--- src/rtl/mexp_pkg.sv ---
package mexp_pkg;

    // Default operand width
    localparam int DefaultWidth = 16;

    // Sequencer states
    typedef enum logic [2:0] {
        S_IDLE,
        S_REDUCE,
        S_STEP,
        S_MUL,
        S_SQR,
        S_DONE
    } t_state;

    // Start request to the modular multiplier
    typedef struct packed {
        logic start;
    } t_mul_req;

    // Status back from the modular multiplier
    typedef struct packed {
        logic done;
    } t_mul_sts;

endpackage

--- src/rtl/modular_exponentiation_top.sv ---
// Modular exponentiation, right-to-left square and multiply.
// Input channel: i_in_valid / o_in_stall with i_base and i_exponent; one beat per
// operation. Output channel: o_out_valid / i_out_stall with o_power_mod, one beat
// per input beat, in order. Configuration: i_cfg_valid / o_cfg_ready with
// i_cfg_data writes the modulus; write it only while no operation is in flight.
// All arithmetic runs through one bit-serial modular multiplier. An operation
// reduces the base, then for every exponent bit squares the running base,
// multiplying it into the accumulator first when the bit is set, and finally
// loads the result into the output register. A modulus below two gives 0
// without using the multiplier. One operation is in flight at a time; the next
// input beat is taken only once the result is loaded into the output register
// and the sequencer is back in idle. Reset sets the modulus to 2 and empties
// the sequencer and output register. While the receiver stalls, the result
// holds; a finished operation waits for the output register to drain before
// returning to idle.
module modular_exponentiation_top #(
    parameter int WIDTH = mexp_pkg::DefaultWidth
) (
    input  logic             i_clk,
    input  logic             i_rst_n,
    input  logic             i_in_valid,
    output logic             o_in_stall,
    input  logic [WIDTH-1:0] i_base,
    input  logic [WIDTH-1:0] i_exponent,
    output logic             o_out_valid,
    input  logic             i_out_stall,
    output logic [WIDTH-1:0] o_power_mod,
    input  logic             i_cfg_valid,
    output logic             o_cfg_ready,
    input  logic [WIDTH-1:0] i_cfg_data
);
    import mexp_pkg::*;

    localparam int BW = $clog2(WIDTH + 1);

    t_state           r_state, n_state;
    logic [WIDTH-1:0] r_modulus;
    logic [WIDTH-1:0] r_exp, n_exp;
    logic [WIDTH-1:0] r_acc, n_acc;
    logic [WIDTH-1:0] r_sq, n_sq;
    logic [WIDTH-1:0] r_res, n_res;
    logic [BW-1:0]    r_bit, n_bit;
    logic             r_out_valid;
    logic [WIDTH-1:0] r_out_data;

    t_mul_req         mul_req;
    t_mul_sts         mul_sts;
    logic [WIDTH-1:0] mul_x;
    logic [WIDTH-1:0] mul_y;
    logic [WIDTH-1:0] mul_res;

    logic             in_fire;
    logic             out_free;
    logic             load_out;
    logic [WIDTH-1:0] one_w;

    assign one_w       = {{(WIDTH-1){1'b0}}, 1'b1};
    assign o_in_stall  = (r_state != S_IDLE);
    assign in_fire     = i_in_valid && (r_state == S_IDLE);
    assign out_free    = !r_out_valid || !i_out_stall;
    assign o_cfg_ready = 1'b1;

    mexp_mulmod #(
        .WIDTH (WIDTH)
    ) u_mulmod (
        .i_clk    (i_clk),
        .i_rst_n  (i_rst_n),
        .i_req    (mul_req),
        .i_x      (mul_x),
        .i_y      (mul_y),
        .i_n      (r_modulus),
        .o_sts    (mul_sts),
        .o_result (mul_res)
    );

    // Hold the modulus
    always_ff @(posedge i_clk) begin
        if (!i_rst_n) begin
            r_modulus <= WIDTH'(2);
        end else if (i_cfg_valid) begin
            r_modulus <= i_cfg_data;
        end
    end

    // State register
    always_ff @(posedge i_clk) begin
        if (!i_rst_n) begin
            r_state <= S_IDLE;
        end else begin
            r_state <= n_state;
        end
    end

    // Working registers
    always_ff @(posedge i_clk) begin
        r_exp <= n_exp;
        r_acc <= n_acc;
        r_sq  <= n_sq;
        r_res <= n_res;
        r_bit <= n_bit;
    end

    // Sequence: reduce base, then per exponent bit multiply if set, and square
    always_comb begin
        n_state       = r_state;
        n_exp         = r_exp;
        n_acc         = r_acc;
        n_sq          = r_sq;
        n_res         = r_res;
        n_bit         = r_bit;
        mul_req.start = 1'b0;
        mul_x         = r_sq;
        mul_y         = r_sq;
        load_out      = 1'b0;
        unique case (r_state)
            S_IDLE: begin
                if (in_fire) begin
                    n_exp = i_exponent;
                    n_bit = '0;
                    if (r_modulus < WIDTH'(2)) begin
                        n_res   = '0;
                        n_state = S_DONE;
                    end else begin
                        mul_req.start = 1'b1;
                        mul_x         = one_w;
                        mul_y         = i_base;
                        n_state       = S_REDUCE;
                    end
                end
            end
            S_REDUCE: begin
                if (mul_sts.done) begin
                    n_sq    = mul_res;
                    n_acc   = one_w;
                    n_state = S_STEP;
                end
            end
            S_STEP: begin
                if (r_bit == BW'(WIDTH)) begin
                    n_res   = r_acc;
                    n_state = S_DONE;
                end else if (r_exp[0]) begin
                    mul_req.start = 1'b1;
                    mul_x         = r_acc;
                    mul_y         = r_sq;
                    n_state       = S_MUL;
                end else begin
                    mul_req.start = 1'b1;
                    n_state       = S_SQR;
                end
            end
            S_MUL: begin
                if (mul_sts.done) begin
                    n_acc         = mul_res;
                    mul_req.start = 1'b1;
                    n_state       = S_SQR;
                end
            end
            S_SQR: begin
                if (mul_sts.done) begin
                    n_sq    = mul_res;
                    n_exp   = {1'b0, r_exp[WIDTH-1:1]};
                    n_bit   = r_bit + BW'(1);
                    n_state = S_STEP;
                end
            end
            S_DONE: begin
                if (out_free) begin
                    load_out = 1'b1;
                    n_state  = S_IDLE;
                end
            end
            default: begin
                n_state = S_IDLE;
            end
        endcase
    end

    // Output register: load a result, drop it when the beat is taken
    always_ff @(posedge i_clk) begin
        if (!i_rst_n) begin
            r_out_valid <= 1'b0;
        end else if (load_out) begin
            r_out_valid <= 1'b1;
        end else if (!i_out_stall) begin
            r_out_valid <= 1'b0;
        end
    end

    always_ff @(posedge i_clk) begin
        if (load_out) begin
            r_out_data <= r_res;
        end
    end

    assign o_out_valid = r_out_valid;
    assign o_power_mod = r_out_data;

endmodule

--- src/rtl/mexp_mulmod.sv ---
module mexp_mulmod #(
    parameter int WIDTH = mexp_pkg::DefaultWidth
) (
    input  logic                  i_clk,
    input  logic                  i_rst_n,
    input  mexp_pkg::t_mul_req    i_req,
    input  logic [WIDTH-1:0]      i_x,
    input  logic [WIDTH-1:0]      i_y,
    input  logic [WIDTH-1:0]      i_n,
    output mexp_pkg::t_mul_sts    o_sts,
    output logic [WIDTH-1:0]      o_result
);
    import mexp_pkg::*;

    localparam int CW = $clog2(WIDTH + 1);

    logic [WIDTH-1:0] r_acc;
    logic [WIDTH-1:0] r_x;
    logic [WIDTH-1:0] r_y;
    logic [CW-1:0]    r_cnt;
    logic             r_busy;
    logic             r_done;

    logic [WIDTH:0]   dbl;
    logic [WIDTH:0]   dbl_red;
    logic [WIDTH:0]   sum;
    logic [WIDTH:0]   sum_red;
    logic [WIDTH:0]   n_ext;

    // One multiplier bit per cycle, MSB first: acc = 2*acc + ybit*x, mod n
    always_comb begin
        n_ext   = {1'b0, i_n};
        dbl     = {r_acc, 1'b0};
        dbl_red = (dbl >= n_ext) ? (dbl - n_ext) : dbl;
        sum     = dbl_red + (r_y[WIDTH-1] ? {1'b0, r_x} : '0);
        sum_red = (sum >= n_ext) ? (sum - n_ext) : sum;
    end

    // Control: count the bits, pulse done after the last
    always_ff @(posedge i_clk) begin
        if (!i_rst_n) begin
            r_busy <= 1'b0;
            r_done <= 1'b0;
            r_cnt  <= '0;
        end else begin
            r_done <= 1'b0;
            if (i_req.start) begin
                r_busy <= 1'b1;
                r_cnt  <= CW'(WIDTH);
            end else if (r_busy) begin
                r_cnt <= r_cnt - CW'(1);
                if (r_cnt == CW'(1)) begin
                    r_busy <= 1'b0;
                    r_done <= 1'b1;
                end
            end
        end
    end

    // Datapath: load operands, then shift the multiplier out
    always_ff @(posedge i_clk) begin
        if (i_req.start) begin
            r_acc <= '0;
            r_x   <= i_x;
            r_y   <= i_y;
        end else if (r_busy) begin
            r_acc <= sum_red[WIDTH-1:0];
            r_y   <= {r_y[WIDTH-2:0], 1'b0};
        end
    end

    assign o_sts.done = r_done;
    assign o_result   = r_acc;

endmodule

--- config.mk ---
export PLATFORM = sky130hd
export DESIGN_NAME = modular_exponentiation_top
export DESIGN_NICKNAME = d
export VERILOG_FILES = /design/src/rtl/mexp_pkg.sv /design/src/rtl/modular_exponentiation_top.sv /design/src/rtl/mexp_mulmod.sv
export SDC_FILE = /design/constraint.sdc
export NUM_CORES = 1
export LEC_CHECK = 0
export ABC_AREA = 1
export BUFFER_PORTS_ARGS = -buffer_cell sky130_fd_sc_hd__buf_2
export CAP_MARGIN = 5
export CORE_ASPECT_RATIO = 1.5
export CORE_MARGIN = 1
export CORE_UTILIZATION = 30
export DETAILED_ROUTE_END_ITERATION = 6
export GPL_TIMING_DRIVEN = 0
export PLACE_DENSITY = 0.42
export SETUP_SLACK_MARGIN = 0.15
export SLEW_MARGIN = 10
export SYNTH_ARGS = -nofsm -noshare
export SYNTH_HDL_FRONTEND = slang
export SYNTH_SLANG_ARGS = --single-unit
--- constraint.sdc ---
create_clock -name i_clk -period 6.5 [get_ports i_clk]
set_input_delay 1.3 -clock i_clk [delete_from_list [all_inputs] [get_ports i_clk]]
set_output_delay 1.3 -clock i_clk [all_outputs]
set_load 0.01 [all_outputs]
==> reports/metrics.cfg <==
[global_route]
grtUsageMet3_pct=2.81
grt_pass1_vias=7522
grtUsageMet1_pct=17.5
grt_max_degree=26
antenna_found_initial=0
track_usage_pct=16.9
grt.met2_usage_pct=33.2
overflow=0
top_usage_layer=met2
grt_pass1_wl_um=40600

[detailed_routing]
avgViaCountPerCell=4.53
num_vias=7489
dr.pass1.iters=7
wirelength_um=26300
drtIter0Drc=254
routedWlPerCell_um=15.9
ant_nets=0
drc_errors=0

[layout]
nFillCells=3295
antennaDiodeCount=0
mostFrequentLayoutCells=nand2_1, inv_1, edfxtp_1
fin_util_pct=35.5
final_common_cell=nand2_1
final_nets=1347
area_growth_pct=16.4
finalNonFillerCells=1655
drive_gt1_share_pct=11.8

[sta]
period_share_pct=90.6
fin_crit_ps=5890
slew_viol_final=0
tightestPinTransition_ps=1020
timing.setup.tns_ps=0
slew_headroom_pct=31.0
fmax_mhz=170
hold_ws_ps=420
finalClockSkew_ps=10.1
rsz0062_at_grt=no
hold_viol_final=0
setup-violations-final=0

[synthesis]
ys_types=49
syn-num-nets=1253
avgSynthCellArea_um2=8.24
ys_top_cells_by_area=edfxtp_1, nand2_1, dfxtp_1, ha_1, inv_1
yosys_warnings=0
synth_seq_cells=160
synth-seq-area-share_pct=46.4
synth_top_cell_area_share_pct=37.3
synth_area_um2=9420
yosysTopAreaCell=edfxtp_1
syn_inst=1144

[floorplanning]
die_x_um=147
num_rows=79
ios=72
die_area_um2=32100
core-area_um2=30900
die_y_um=219
initial_core_util_pct=30.5

[clocking]
clkTransAtPathRegs_ps=60
htreeDepth=4
postCtsSetupBuffers=0
insertion_delay_ps=440
cts_resized=0
cts_tree=yes
cts_hold_buf=0
cts_made_buffers=17
clk_path_buf_depth=2
clock-sinks=160
cts_root_buf=clkbuf_16

[placement]
port_buffers=70
dpl.hpwl_um=21800
gp_congestion=0.819
dp_cells=1624

[setup_path]
cp.buffers_inverters=7
max_stage_delay_ps=430
setup.worst_path.class=reg -> reg
end_kind=flip-flop
critical_path.startpoint_type=flip-flop
cpMostUsedCell=nand2_1
critPathArrivalTime_ps=6280
critPathRequiredTime_ps=6890
worstPathMaxFanout=10
critPathTopFamily=simple AND/OR/NAND/NOR gates
cp_slowest_cell=ha_2

[status]
status=completed

[min_path]
hp-class=reg -> reg

[flow_run]
maxCapViolCount=0

-- state kept, by name, summed over array words and instances, names as in the netlist --
register	count
u_mulmod.o_result	16
r_modulus	16
u_mulmod.o_sts	1
r_res	16
u_mulmod.r_x	16
r_exp	16
r_acc	16
r_bit	5
r_state	3
u_mulmod.r_y	16
o_out_valid	1
u_mulmod.r_busy	1
r_sq	16
o_power_mod	16
u_mulmod.r_cnt	5
-- routing by layer --
| layer | wire length, um | vias up |
|---|---|---|
| met2 | 14500 | 99 |
| met5 | 0 | - |
| li1 | - | 3967 |
| met1 | 10400 | 3399 |
| met3 | 631 | 24 |
| met4 | 803 | 0 |
-- cell type report --
class                      count  area, um2  area share [%]
timing repair buffer          75        414            3.78
buffer                        30        174            1.59
clock inverter                12        143            1.30
sequential                   160       4370            39.9
clock buffer                  19        433            3.95
inverter                     162        613            5.59
multi-input combinational    792       4310            39.3
tap                          405        507            4.62
-- final timing paths --
kind / from / to / cells past startpoint / slack [ps]
worst min-delay path: r_res[8]$_SDFFCE_PN0P_ / o_power_mod[8]$_DFFE_PP_ / 0 / 420
worst min register to register: r_res[8]$_SDFFCE_PN0P_ / o_power_mod[8]$_DFFE_PP_ / 0 / 420
worst max-delay path: r_modulus[8]$_SDFFE_PN0P_ / u_mulmod.o_result[9]$_SDFFE_PP0P_ / 33 / 610
worst max register to register: r_modulus[8]$_SDFFE_PN0P_ / u_mulmod.o_result[9]$_SDFFE_PP0P_ / 33 / 610
-- cell families (layout without fill, tap and decap cells) --
| kind of cell | Yosys count | in the layout | share of synthesized area, % |
|---|---|---|---|
| other | 1 | 1 | 0.0398 |
| AO/OA/AOI/OAI | 186 | 186 | 10.6 |
| flip-flops | 160 | 160 | 46.4 |
| adder cells (fa/ha/maj) | 56 | 56 | 7.67 |
| buffers and inverters | 192 | 298 | 8.31 |
| XOR/XNOR | 38 | 38 | 3.53 |
| AND/OR/NAND/NOR | 511 | 511 | 23.4 |
-- metrics by stage --
stage / cell area, um2 / setup slack (ps)
global placement: 10300 / 235
CTS: 11000 / 250
floorplan: 9420 / 1860
finish: 11000 / 608
global route: 11000 / 155
detailed placement: 10400 / 259
-- synthesized netlist by cell type, drive strengths merged --
cell    count
nand2     316
inv       162
edfxtp    117
nor2      102
o21ai      82
a21oi      70
ha         53
nand3      44
dfxtp      43
xor2       26
nand4      25
a31oi      20
clkbuf     17
buf        13
xnor2      12
nor3        9
nand3b      6
o21bai      5
fa          3
or2         3
and2        2
nor4        2
o211ai      2
o22ai       2
a211oi      1
a31o        1
and3        1
conb        1
o21a        1
o311ai      1
o31ai       1
or4         1
-- worst register-to-register path, delay by kind of cell, from the launching register on --
| family | cells | cell delay, ps |
|---|---|---|
| flip-flops | 1 | 300 |
| adder cells (fa/ha/maj) | 4 | 1420 |
| buffers and inverters | 7 | 930 |
| AO/OA/AOI/OAI | 4 | 610 |
| XOR/XNOR | 1 | 300 |
| AND/OR/NAND/NOR | 17 | 2280 |
Power is not shown: default switching activity piles up to over one toggle a cycle in this logic, so the estimate is an artifact.
